--- src/rtl/trm_pkg.sv ---
package trm_pkg;

  localparam int NUM_REGS   = 8;
  localparam int MEM_DEPTH  = 256;
  localparam int PROG_DEPTH = 256;

  localparam int REG_W   = 32;
  localparam int BYTE_W  = 8;
  localparam int RIDX_W  = $clog2(NUM_REGS);
  localparam int MADDR_W = $clog2(MEM_DEPTH);

  // field widths of the channels
  localparam int OP_W    = 4;
  localparam int RSEL_W  = 3;
  localparam int ADDR_W  = 8;
  localparam int COND_W  = 4;
  localparam int PC_W    = 9;

  localparam logic [PC_W-1:0] PROG_LIMIT = PC_W'(PROG_DEPTH);

  localparam logic [OP_W-1:0] OP_NOP   = 4'd0;
  localparam logic [OP_W-1:0] OP_STORE = 4'd1;
  localparam logic [OP_W-1:0] OP_LOAD  = 4'd2;
  localparam logic [OP_W-1:0] OP_ADD   = 4'd3;
  localparam logic [OP_W-1:0] OP_SUB   = 4'd4;
  localparam logic [OP_W-1:0] OP_MUL   = 4'd5;
  localparam logic [OP_W-1:0] OP_READ  = 4'd6;
  localparam logic [OP_W-1:0] OP_PRINT = 4'd7;
  localparam logic [OP_W-1:0] OP_IF    = 4'd8;
  localparam logic [OP_W-1:0] OP_JMP   = 4'd14;

  localparam logic [COND_W-1:0] CMP_EQ = 4'd9;
  localparam logic [COND_W-1:0] CMP_GT = 4'd10;
  localparam logic [COND_W-1:0] CMP_LT = 4'd11;
  localparam logic [COND_W-1:0] CMP_GE = 4'd12;
  localparam logic [COND_W-1:0] CMP_LE = 4'd13;

  typedef struct packed {
    logic [OP_W-1:0]    op;
    logic [RSEL_W-1:0]  reg_a;
    logic [RSEL_W-1:0]  reg_b;
    logic [RSEL_W-1:0]  reg_c;
    logic [ADDR_W-1:0]  mem_addr;
    logic [COND_W-1:0]  cond;
    logic [PC_W-1:0]    target_line;
    logic signed [REG_W-1:0] read_value;
  } in_item_t;

  typedef struct packed {
    logic [PC_W-1:0]   next_pc;
    logic              halted;
    logic              print_valid;
    logic [RSEL_W-1:0] print_reg;
    logic [REG_W-1:0]  print_value;
    logic              reg_we;
    logic [REG_W-1:0]  reg_wdata;
    logic              mem_we;
    logic [BYTE_W-1:0] mem_wdata;
  } exec_t;

endpackage

--- src/rtl/trm_ifs.sv ---
interface trm_instr_if;
  import trm_pkg::*;
  logic                    valid;
  logic                    ready;
  logic [OP_W-1:0]         op;
  logic [RSEL_W-1:0]       reg_a;
  logic [RSEL_W-1:0]       reg_b;
  logic [RSEL_W-1:0]       reg_c;
  logic [ADDR_W-1:0]       mem_addr;
  logic [COND_W-1:0]       cond;
  logic [PC_W-1:0]         target_line;
  logic signed [REG_W-1:0] read_value;

  modport source (output valid, op, reg_a, reg_b, reg_c, mem_addr, cond, target_line,
                  read_value, input ready);
  modport sink (input valid, op, reg_a, reg_b, reg_c, mem_addr, cond, target_line,
                read_value, output ready);
endinterface

interface trm_result_if;
  import trm_pkg::*;
  logic                    valid;
  logic                    ready;
  logic [PC_W-1:0]         next_index;
  logic                    halted;
  logic                    print_valid;
  logic [RSEL_W-1:0]       print_reg;
  logic signed [REG_W-1:0] print_value;

  modport source (output valid, next_index, halted, print_valid, print_reg, print_value,
                  input ready);
  modport sink (input valid, next_index, halted, print_valid, print_reg, print_value,
                output ready);
endinterface

interface trm_cfg_if;
  import trm_pkg::*;
  logic            valid;
  logic            ready;
  logic [PC_W-1:0] data;

  modport source (output valid, data, input ready);
  modport sink (input valid, data, output ready);
endinterface

--- src/rtl/toy_register_machine_execute.sv ---
// toy register machine, execute unit
//
// instr carries one decoded instruction per transaction; result returns one
// transaction per instruction with the next instruction index, the halt flag
// and, for a print, the register index and its value. cfg writes the program
// length; write it only while no instruction is in flight.
//
// a result is offered from the result register once its instruction has
// passed the execute register. one instruction per cycle while the receiver
// takes results. operand reads of the register file and the byte memory are
// started at acceptance and come back registered; a write by the instruction
// ahead is bypassed, so dependent instructions can follow back to back.
//
// reset clears the registers, the program counter and the program length;
// the byte memory keeps whatever it held and must be stored before loaded.
// when the receiver stalls, the result register holds and instr.ready drops
// as soon as the execute register is occupied as well.
module toy_register_machine_execute (
  input logic         clk,
  input logic         rst,
  trm_instr_if.sink   instr,
  trm_result_if.source result,
  trm_cfg_if.sink     cfg
);
  import trm_pkg::*;

  logic                e_valid;
  in_item_t            e_item;
  in_item_t            in_item;
  logic                e_fire;
  logic                accept;
  logic                arith;
  logic [RIDX_W-1:0]   rd_addr0;
  logic [RIDX_W-1:0]   rd_addr1;
  logic [REG_W-1:0]    opnd0;
  logic [REG_W-1:0]    opnd1;
  logic [BYTE_W-1:0]   mem_q;
  logic                mem_fwd;
  logic [BYTE_W-1:0]   mem_fwd_data;
  logic [BYTE_W-1:0]   load_byte;
  logic [PC_W-1:0]     pc;
  logic [PC_W-1:0]     prog_len;
  exec_t               ex;

  assign in_item = '{op: instr.op, reg_a: instr.reg_a, reg_b: instr.reg_b,
                     reg_c: instr.reg_c, mem_addr: instr.mem_addr, cond: instr.cond,
                     target_line: instr.target_line, read_value: instr.read_value};

  assign e_fire      = e_valid && (!result.valid || result.ready);
  assign instr.ready = !e_valid || e_fire;
  assign accept      = instr.valid && instr.ready;
  assign cfg.ready   = 1'b1;

  // arithmetic reads b and c, everything else reads a and b
  assign arith    = instr.op inside {OP_ADD, OP_SUB, OP_MUL};
  assign rd_addr0 = arith ? instr.reg_b[RIDX_W-1:0] : instr.reg_a[RIDX_W-1:0];
  assign rd_addr1 = arith ? instr.reg_c[RIDX_W-1:0] : instr.reg_b[RIDX_W-1:0];

  trm_regfile u_regfile (
    .clk(clk), .rst(rst),
    .rd_en(accept), .rd_addr0(rd_addr0), .rd_addr1(rd_addr1),
    .rd_data0(opnd0), .rd_data1(opnd1),
    .wr_en(e_fire && ex.reg_we), .wr_addr(e_item.reg_a[RIDX_W-1:0]),
    .wr_data(ex.reg_wdata)
  );

  trm_ram #(.WIDTH(BYTE_W), .DEPTH(MEM_DEPTH)) u_bytemem (
    .clk(clk), .we(e_fire && ex.mem_we), .waddr(e_item.mem_addr[MADDR_W-1:0]),
    .wdata(ex.mem_wdata), .re(accept), .raddr(instr.mem_addr[MADDR_W-1:0]),
    .rdata(mem_q)
  );

  always_ff @(posedge clk) begin
    if (rst) begin
      mem_fwd <= 1'b0;
    end else if (accept) begin
      mem_fwd <= e_fire && ex.mem_we &&
                 (e_item.mem_addr[MADDR_W-1:0] == instr.mem_addr[MADDR_W-1:0]);
    end
  end

  always_ff @(posedge clk) begin
    if (accept) begin
      mem_fwd_data <= ex.mem_wdata;
    end
  end

  assign load_byte = mem_fwd ? mem_fwd_data : mem_q;

  trm_alu u_alu (
    .item(e_item), .opnd0(opnd0), .opnd1(opnd1), .load_byte(load_byte),
    .pc(pc), .prog_len(prog_len), .ex(ex)
  );

  always_ff @(posedge clk) begin
    if (rst) begin
      e_valid <= 1'b0;
    end else if (instr.ready) begin
      e_valid <= instr.valid;
    end
  end

  always_ff @(posedge clk) begin
    if (accept) begin
      e_item <= in_item;
    end
  end

  always_ff @(posedge clk) begin
    if (rst) begin
      pc       <= '0;
      prog_len <= '0;
    end else begin
      if (e_fire) begin
        pc <= ex.next_pc;
      end
      if (cfg.valid) begin
        prog_len <= cfg.data;
      end
    end
  end

  always_ff @(posedge clk) begin
    if (rst) begin
      result.valid <= 1'b0;
    end else if (e_fire) begin
      result.valid <= 1'b1;
    end else if (result.ready) begin
      result.valid <= 1'b0;
    end
  end

  always_ff @(posedge clk) begin
    if (e_fire) begin
      result.next_index  <= ex.next_pc;
      result.halted      <= ex.halted;
      result.print_valid <= ex.print_valid;
      result.print_reg   <= ex.print_reg;
      result.print_value <= ex.print_value;
    end
  end

endmodule

--- src/rtl/trm_ram.sv ---
module trm_ram #(
  parameter int WIDTH = 8,
  parameter int DEPTH = 256
) (
  input  logic                     clk,
  input  logic                     we,
  input  logic [$clog2(DEPTH)-1:0] waddr,
  input  logic [WIDTH-1:0]         wdata,
  input  logic                     re,
  input  logic [$clog2(DEPTH)-1:0] raddr,
  output logic [WIDTH-1:0]         rdata
);

  logic [WIDTH-1:0] mem [DEPTH];

  always_ff @(posedge clk) begin
    if (we) begin
      mem[waddr] <= wdata;
    end
    if (re) begin
      rdata <= mem[raddr];
    end
  end

endmodule

--- src/rtl/trm_regfile.sv ---
module trm_regfile (
  input  logic                       clk,
  input  logic                       rst,
  input  logic                       rd_en,
  input  logic [trm_pkg::RIDX_W-1:0] rd_addr0,
  input  logic [trm_pkg::RIDX_W-1:0] rd_addr1,
  output logic [trm_pkg::REG_W-1:0]  rd_data0,
  output logic [trm_pkg::REG_W-1:0]  rd_data1,
  input  logic                       wr_en,
  input  logic [trm_pkg::RIDX_W-1:0] wr_addr,
  input  logic [trm_pkg::REG_W-1:0]  wr_data
);
  import trm_pkg::*;

  logic [REG_W-1:0]    ram0_q;
  logic [REG_W-1:0]    ram1_q;
  logic [NUM_REGS-1:0] vld;
  logic                vld0_q;
  logic                vld1_q;
  logic                fwd0;
  logic                fwd1;
  logic [REG_W-1:0]    fwd_data;

  // two copies give two read ports
  trm_ram #(.WIDTH(REG_W), .DEPTH(NUM_REGS)) u_bank0 (
    .clk(clk), .we(wr_en), .waddr(wr_addr), .wdata(wr_data),
    .re(rd_en), .raddr(rd_addr0), .rdata(ram0_q)
  );

  trm_ram #(.WIDTH(REG_W), .DEPTH(NUM_REGS)) u_bank1 (
    .clk(clk), .we(wr_en), .waddr(wr_addr), .wdata(wr_data),
    .re(rd_en), .raddr(rd_addr1), .rdata(ram1_q)
  );

  // registers never written read as zero
  always_ff @(posedge clk) begin
    if (rst) begin
      vld <= '0;
    end else if (wr_en) begin
      vld[wr_addr] <= 1'b1;
    end
  end

  always_ff @(posedge clk) begin
    if (rst) begin
      vld0_q <= 1'b0;
      vld1_q <= 1'b0;
      fwd0   <= 1'b0;
      fwd1   <= 1'b0;
    end else if (rd_en) begin
      vld0_q <= vld[rd_addr0];
      vld1_q <= vld[rd_addr1];
      // a write in the same cycle bypasses the bank
      fwd0   <= wr_en && (wr_addr == rd_addr0);
      fwd1   <= wr_en && (wr_addr == rd_addr1);
    end
  end

  always_ff @(posedge clk) begin
    if (rd_en) begin
      fwd_data <= wr_data;
    end
  end

  assign rd_data0 = fwd0 ? fwd_data : (vld0_q ? ram0_q : '0);
  assign rd_data1 = fwd1 ? fwd_data : (vld1_q ? ram1_q : '0);

endmodule

--- src/rtl/trm_alu.sv ---
module trm_alu (
  input  trm_pkg::in_item_t            item,
  input  logic [trm_pkg::REG_W-1:0]    opnd0,
  input  logic [trm_pkg::REG_W-1:0]    opnd1,
  input  logic [trm_pkg::BYTE_W-1:0]   load_byte,
  input  logic [trm_pkg::PC_W-1:0]     pc,
  input  logic [trm_pkg::PC_W-1:0]     prog_len,
  output trm_pkg::exec_t               ex
);
  import trm_pkg::*;

  logic [PC_W-1:0] len_lim;
  logic [PC_W-1:0] pc_inc;
  logic [PC_W-1:0] jump_idx;
  logic [PC_W-1:0] next_pc;
  logic            cmp;
  logic            stopped;

  assign len_lim  = (prog_len > PROG_LIMIT) ? PROG_LIMIT : prog_len;
  assign stopped  = pc >= len_lim;
  assign pc_inc   = pc + PC_W'(1);
  // line zero is taken as the first line
  assign jump_idx = (item.target_line == '0) ? '0 : item.target_line - PC_W'(1);

  always_comb begin
    case (item.cond)
      CMP_EQ:  cmp = opnd0 == opnd1;
      CMP_GT:  cmp = $signed(opnd0) >  $signed(opnd1);
      CMP_LT:  cmp = $signed(opnd0) <  $signed(opnd1);
      CMP_GE:  cmp = $signed(opnd0) >= $signed(opnd1);
      CMP_LE:  cmp = $signed(opnd0) <= $signed(opnd1);
      default: cmp = 1'b0;
    endcase
  end

  always_comb begin
    ex             = '0;
    next_pc        = pc_inc;
    ex.mem_wdata   = opnd0[BYTE_W-1:0];
    case (item.op)
      OP_STORE: ex.mem_we = 1'b1;
      OP_LOAD: begin
        ex.reg_we    = 1'b1;
        ex.reg_wdata = {{(REG_W-BYTE_W){load_byte[BYTE_W-1]}}, load_byte};
      end
      OP_ADD: begin
        ex.reg_we    = 1'b1;
        ex.reg_wdata = opnd0 + opnd1;
      end
      OP_SUB: begin
        ex.reg_we    = 1'b1;
        ex.reg_wdata = opnd0 - opnd1;
      end
      OP_MUL: begin
        ex.reg_we    = 1'b1;
        ex.reg_wdata = opnd0 * opnd1;
      end
      OP_READ: begin
        ex.reg_we    = 1'b1;
        ex.reg_wdata = item.read_value;
      end
      OP_PRINT: begin
        ex.print_valid = 1'b1;
        ex.print_reg   = item.reg_a;
        ex.print_value = opnd0;
      end
      OP_IF: begin
        // branch taken when the test fails
        if (!cmp) begin
          next_pc = jump_idx;
        end
      end
      OP_JMP:  next_pc = jump_idx;
      default: next_pc = pc_inc;
    endcase

    if (stopped) begin
      ex.next_pc     = pc;
      ex.halted      = 1'b1;
      ex.print_valid = 1'b0;
      ex.print_reg   = '0;
      ex.print_value = '0;
      ex.reg_we      = 1'b0;
      ex.mem_we      = 1'b0;
    end else begin
      ex.next_pc = next_pc;
      ex.halted  = next_pc >= len_lim;
    end
  end

endmodule

--- src/flat_wrapper.sv ---
// flat-port wrapper written by rule: the top's interface ports become plain ports
module toy_register_machine_execute_flat import trm_pkg::*;
  (clk, rst, instr_valid, instr_op, instr_reg_a, instr_reg_b, instr_reg_c, instr_mem_addr, instr_cond, instr_target_line, instr_read_value, instr_ready, result_valid, result_next_index, result_halted, result_print_valid, result_print_reg, result_print_value, result_ready, cfg_valid, cfg_data, cfg_ready);
  trm_instr_if instr_i ();
  trm_result_if result_i ();
  trm_cfg_if cfg_i ();
  input logic clk;
  input logic rst;
  input wire logic [$bits(instr_i.valid)-1:0] instr_valid;
  input wire logic [$bits(instr_i.op)-1:0] instr_op;
  input wire logic [$bits(instr_i.reg_a)-1:0] instr_reg_a;
  input wire logic [$bits(instr_i.reg_b)-1:0] instr_reg_b;
  input wire logic [$bits(instr_i.reg_c)-1:0] instr_reg_c;
  input wire logic [$bits(instr_i.mem_addr)-1:0] instr_mem_addr;
  input wire logic [$bits(instr_i.cond)-1:0] instr_cond;
  input wire logic [$bits(instr_i.target_line)-1:0] instr_target_line;
  input wire logic [$bits(instr_i.read_value)-1:0] instr_read_value;
  output wire logic [$bits(instr_i.ready)-1:0] instr_ready;
  output wire logic [$bits(result_i.valid)-1:0] result_valid;
  output wire logic [$bits(result_i.next_index)-1:0] result_next_index;
  output wire logic [$bits(result_i.halted)-1:0] result_halted;
  output wire logic [$bits(result_i.print_valid)-1:0] result_print_valid;
  output wire logic [$bits(result_i.print_reg)-1:0] result_print_reg;
  output wire logic [$bits(result_i.print_value)-1:0] result_print_value;
  input wire logic [$bits(result_i.ready)-1:0] result_ready;
  input wire logic [$bits(cfg_i.valid)-1:0] cfg_valid;
  input wire logic [$bits(cfg_i.data)-1:0] cfg_data;
  output wire logic [$bits(cfg_i.ready)-1:0] cfg_ready;
  assign instr_i.valid = instr_valid;
  assign instr_i.op = instr_op;
  assign instr_i.reg_a = instr_reg_a;
  assign instr_i.reg_b = instr_reg_b;
  assign instr_i.reg_c = instr_reg_c;
  assign instr_i.mem_addr = instr_mem_addr;
  assign instr_i.cond = instr_cond;
  assign instr_i.target_line = instr_target_line;
  assign instr_i.read_value = instr_read_value;
  assign instr_ready = instr_i.ready;
  assign result_valid = result_i.valid;
  assign result_next_index = result_i.next_index;
  assign result_halted = result_i.halted;
  assign result_print_valid = result_i.print_valid;
  assign result_print_reg = result_i.print_reg;
  assign result_print_value = result_i.print_value;
  assign result_i.ready = result_ready;
  assign cfg_i.valid = cfg_valid;
  assign cfg_i.data = cfg_data;
  assign cfg_ready = cfg_i.ready;
  toy_register_machine_execute u_core (.clk(clk), .rst(rst), .instr(instr_i), .result(result_i), .cfg(cfg_i));
endmodule
--- config.mk ---
export PLATFORM = sky130hd
export DESIGN_NAME = toy_register_machine_execute_flat
export DESIGN_NICKNAME = d
export VERILOG_FILES = /design/src/rtl/trm_pkg.sv /design/src/rtl/trm_ifs.sv /design/src/rtl/toy_register_machine_execute.sv /design/src/rtl/trm_ram.sv /design/src/rtl/trm_regfile.sv /design/src/rtl/trm_alu.sv /design/src/flat_wrapper.sv
export SDC_FILE = /design/constraint.sdc
export NUM_CORES = 2
export LEC_CHECK = 0
export ABC_CLOCK_PERIOD_IN_PS = 15100
export BUFFER_PORTS_ARGS = -buffer_cell sky130_fd_sc_hd__buf_2
export CORE_ASPECT_RATIO = 1.75
export CORE_MARGIN = 1.5
export CORE_UTILIZATION = 54
export CTS_CLUSTER_DIAMETER = 40
export DETAILED_ROUTE_END_ITERATION = 10
export PLACE_DENSITY_LB_ADDON = 0.2
export SLEW_MARGIN = 0
export SYNTH_ARGS = -nofsm -noshare
export SYNTH_HDL_FRONTEND = slang
export SYNTH_HIERARCHICAL = 1
export SYNTH_SLANG_ARGS = --single-unit
--- constraint.sdc ---
create_clock -name clk -period 15.1 [get_ports clk]
set_input_delay 1.51 -clock clk [delete_from_list [all_inputs] [get_ports clk]]
set_output_delay 1.51 -clock clk [all_outputs]
set_load 0.05 [all_outputs]
==> metrics.txt <==
Setup WS post-layout about 4000 ps; dpl ws 4120 ps; CTS resizes 0; post-route ant nets 0; Crit path required time 15560 ps; Starting Density 54.2%; Arrival @ worst endpoint around 11000 ps; fin. max-slew vios 0; TritonCTS buffer count approximately 280; CP endpoint kind register; Die X 372 um; PD cells approximately 120 nW/um^2; area grow syn2layout 9.82%; syn nets about 8000; syn_area_per_cell between 15 and 20 sq um; Worst path slowest cell o21ai_0; leakage 48.5 nW; Die Footprint between 200000 and 250000 sq um; Crit path max-delay family compound AO/OA/AOI/OAI gates; GR Overflow Total 0; Clk pin slew, worst setup/hold paths approximately 60 ps; vias in the first global route 73600; site row count between 200 and 250; Fillers approximately 18000; Worst slew margin under 10%; HP Class reg2reg; via count between 70000 and 80000; status completed; worst-margin pin slew approximately 1400 ps; critical path type reg2reg; TritonCTS clock tree yes; CP Launch Type register; WP buf/inv 5; fin nets between 8000 and 9000; max_cap viols 0; routed len/inst approximately 33 um; Max Buffers Root-to-Sink 4; Die Ht 650 um; HPWL Detailed roughly 240000 um; Mapped Area about 130000 sq um; most frequent cells in the layout 2778 x edfxtp_1, 504 x mux4_2, 471 x inv_1; clk_skew ~40 ps; RSZ-0062 raised after global routing false; Final Power 16.7 mW; initial drt markers between 7000 and 8000; IO buf count around 130; Final period util 72.9%; cell area after layout roughly 140000 sq um; Ports roughly 130; Max FO, Critical Path 50; wl on met1 about 120000 um; area of the multi-input gates around 41000 sq um; Biggest register u_core/u_bytemem/mem; Placement Cell Area about 130000 sq um; Peak supply drop between 0.00009 and 0.0001 V; fmax approximately 91 MHz; routed wl met3 roughly 22000 um; largest net degree at the start of global routing between 200 and 250; critical path's largest stage delay roughly 1100 ps; Largest register FFs a little over 2000; # hold bufs at CTS 0; share of post-route cells with drive strength above 1 approximately 18%; Setup Fix Bufs, Post-CTS 0; Post-Syn Instances approximately 7500; first-pass GRT wire length 519000 um; biggest regs u_core/u_bytemem/mem: 2048 flops, u_core/u_regfile/u_bank0/mem: 256 flops, u_core/u_regfile/u_bank1/mem: 256 flops; Sink Count 2811; met2 wire length 191000 um; YS warnings 6; Skew-Pair Late Insertion Delay between 800 and 900 ps; endpoints failing hold 0; final setup vio count 0; Top cell by count, worst path fa_1; initial antenna violation count 14; via/cell ratio around 6.4; GRT Resource Usage Total between 30% and 40%; DRC 0; gpl congestion about 0.96; commonest non-fill, non-tap cell in the layout edfxtp_1; CTS HTree Levels 5; Post-Route WL between 300000 and 400000 um; First-pass DRT Iterations 6; crit path time final approximately 11000 ps; setup TNS 0 ps; hold_ws approximately 490 ps; Sequential Area ~84000 sq um; CTS root buf clkbuf_16; core footprint roughly 240000 sq um; DR top layer met5
==> tightest hold or removal path, cell delays in order (launching register included) <==
cell     delay (ps)
dfxtp_1         320
mux2i_1          60
nor2_1           70
==> per-stage QoR <==
stage	utilization, %	std cells
finish	59.6	11000
global route	59.6	11000
CTS	59.6	11000
detailed placement	55.8	10500
global placement	55.8	10500
floorplan	-	7544
==> area by class of cell <==
type | count | area share, %
Antenna cell | 3 | 0.00530
Clock buffer | 327 | 5.14
Clock inverter | 154 | 1.11
Inverter | 475 | 1.26
Multi-Input combinational cell | 3814 | 29.0
Sequential cell | 2811 | 59.4
Tap cell | 3107 | 2.74
Timing Repair Buffer | 296 | 1.42
==> metal layers <==
metal	track usage [%]	vias up
li1	-	29200
met1	33.9	37100
met3	3.87	1092
met5	0	-
met2	52.9	3370
met4	21.9	6
==> final timing paths <==
check	from	to	slack [ps]	cells past startpoint
min reg2reg	u_core/prog_len[0]$_SDFFE_PP0P_	u_core/prog_len[0]$_SDFFE_PP0P_	490	2
min	u_core/prog_len[0]$_SDFFE_PP0P_	u_core/prog_len[0]$_SDFFE_PP0P_	490	2
max	u_core/u_regfile/fwd0$_SDFFE_PP0P_	u_core/u_regfile/u_bank1/mem[7][27]$_DFFE_PP_	4090	27
max reg2reg	u_core/u_regfile/fwd0$_SDFFE_PP0P_	u_core/u_regfile/u_bank1/mem[7][27]$_DFFE_PP_	4090	27
==> power by group <==
part / switching [mW] / internal [mW] / total [mW]
combinational: 0.823 / 0.399 / 1.22
sequential: 0.0556 / 8.66 / 8.71
clock: 2.95 / 3.86 / 6.82
total: 3.83 / 12.9 / 16.7
(Power assumes the default switching activity.)
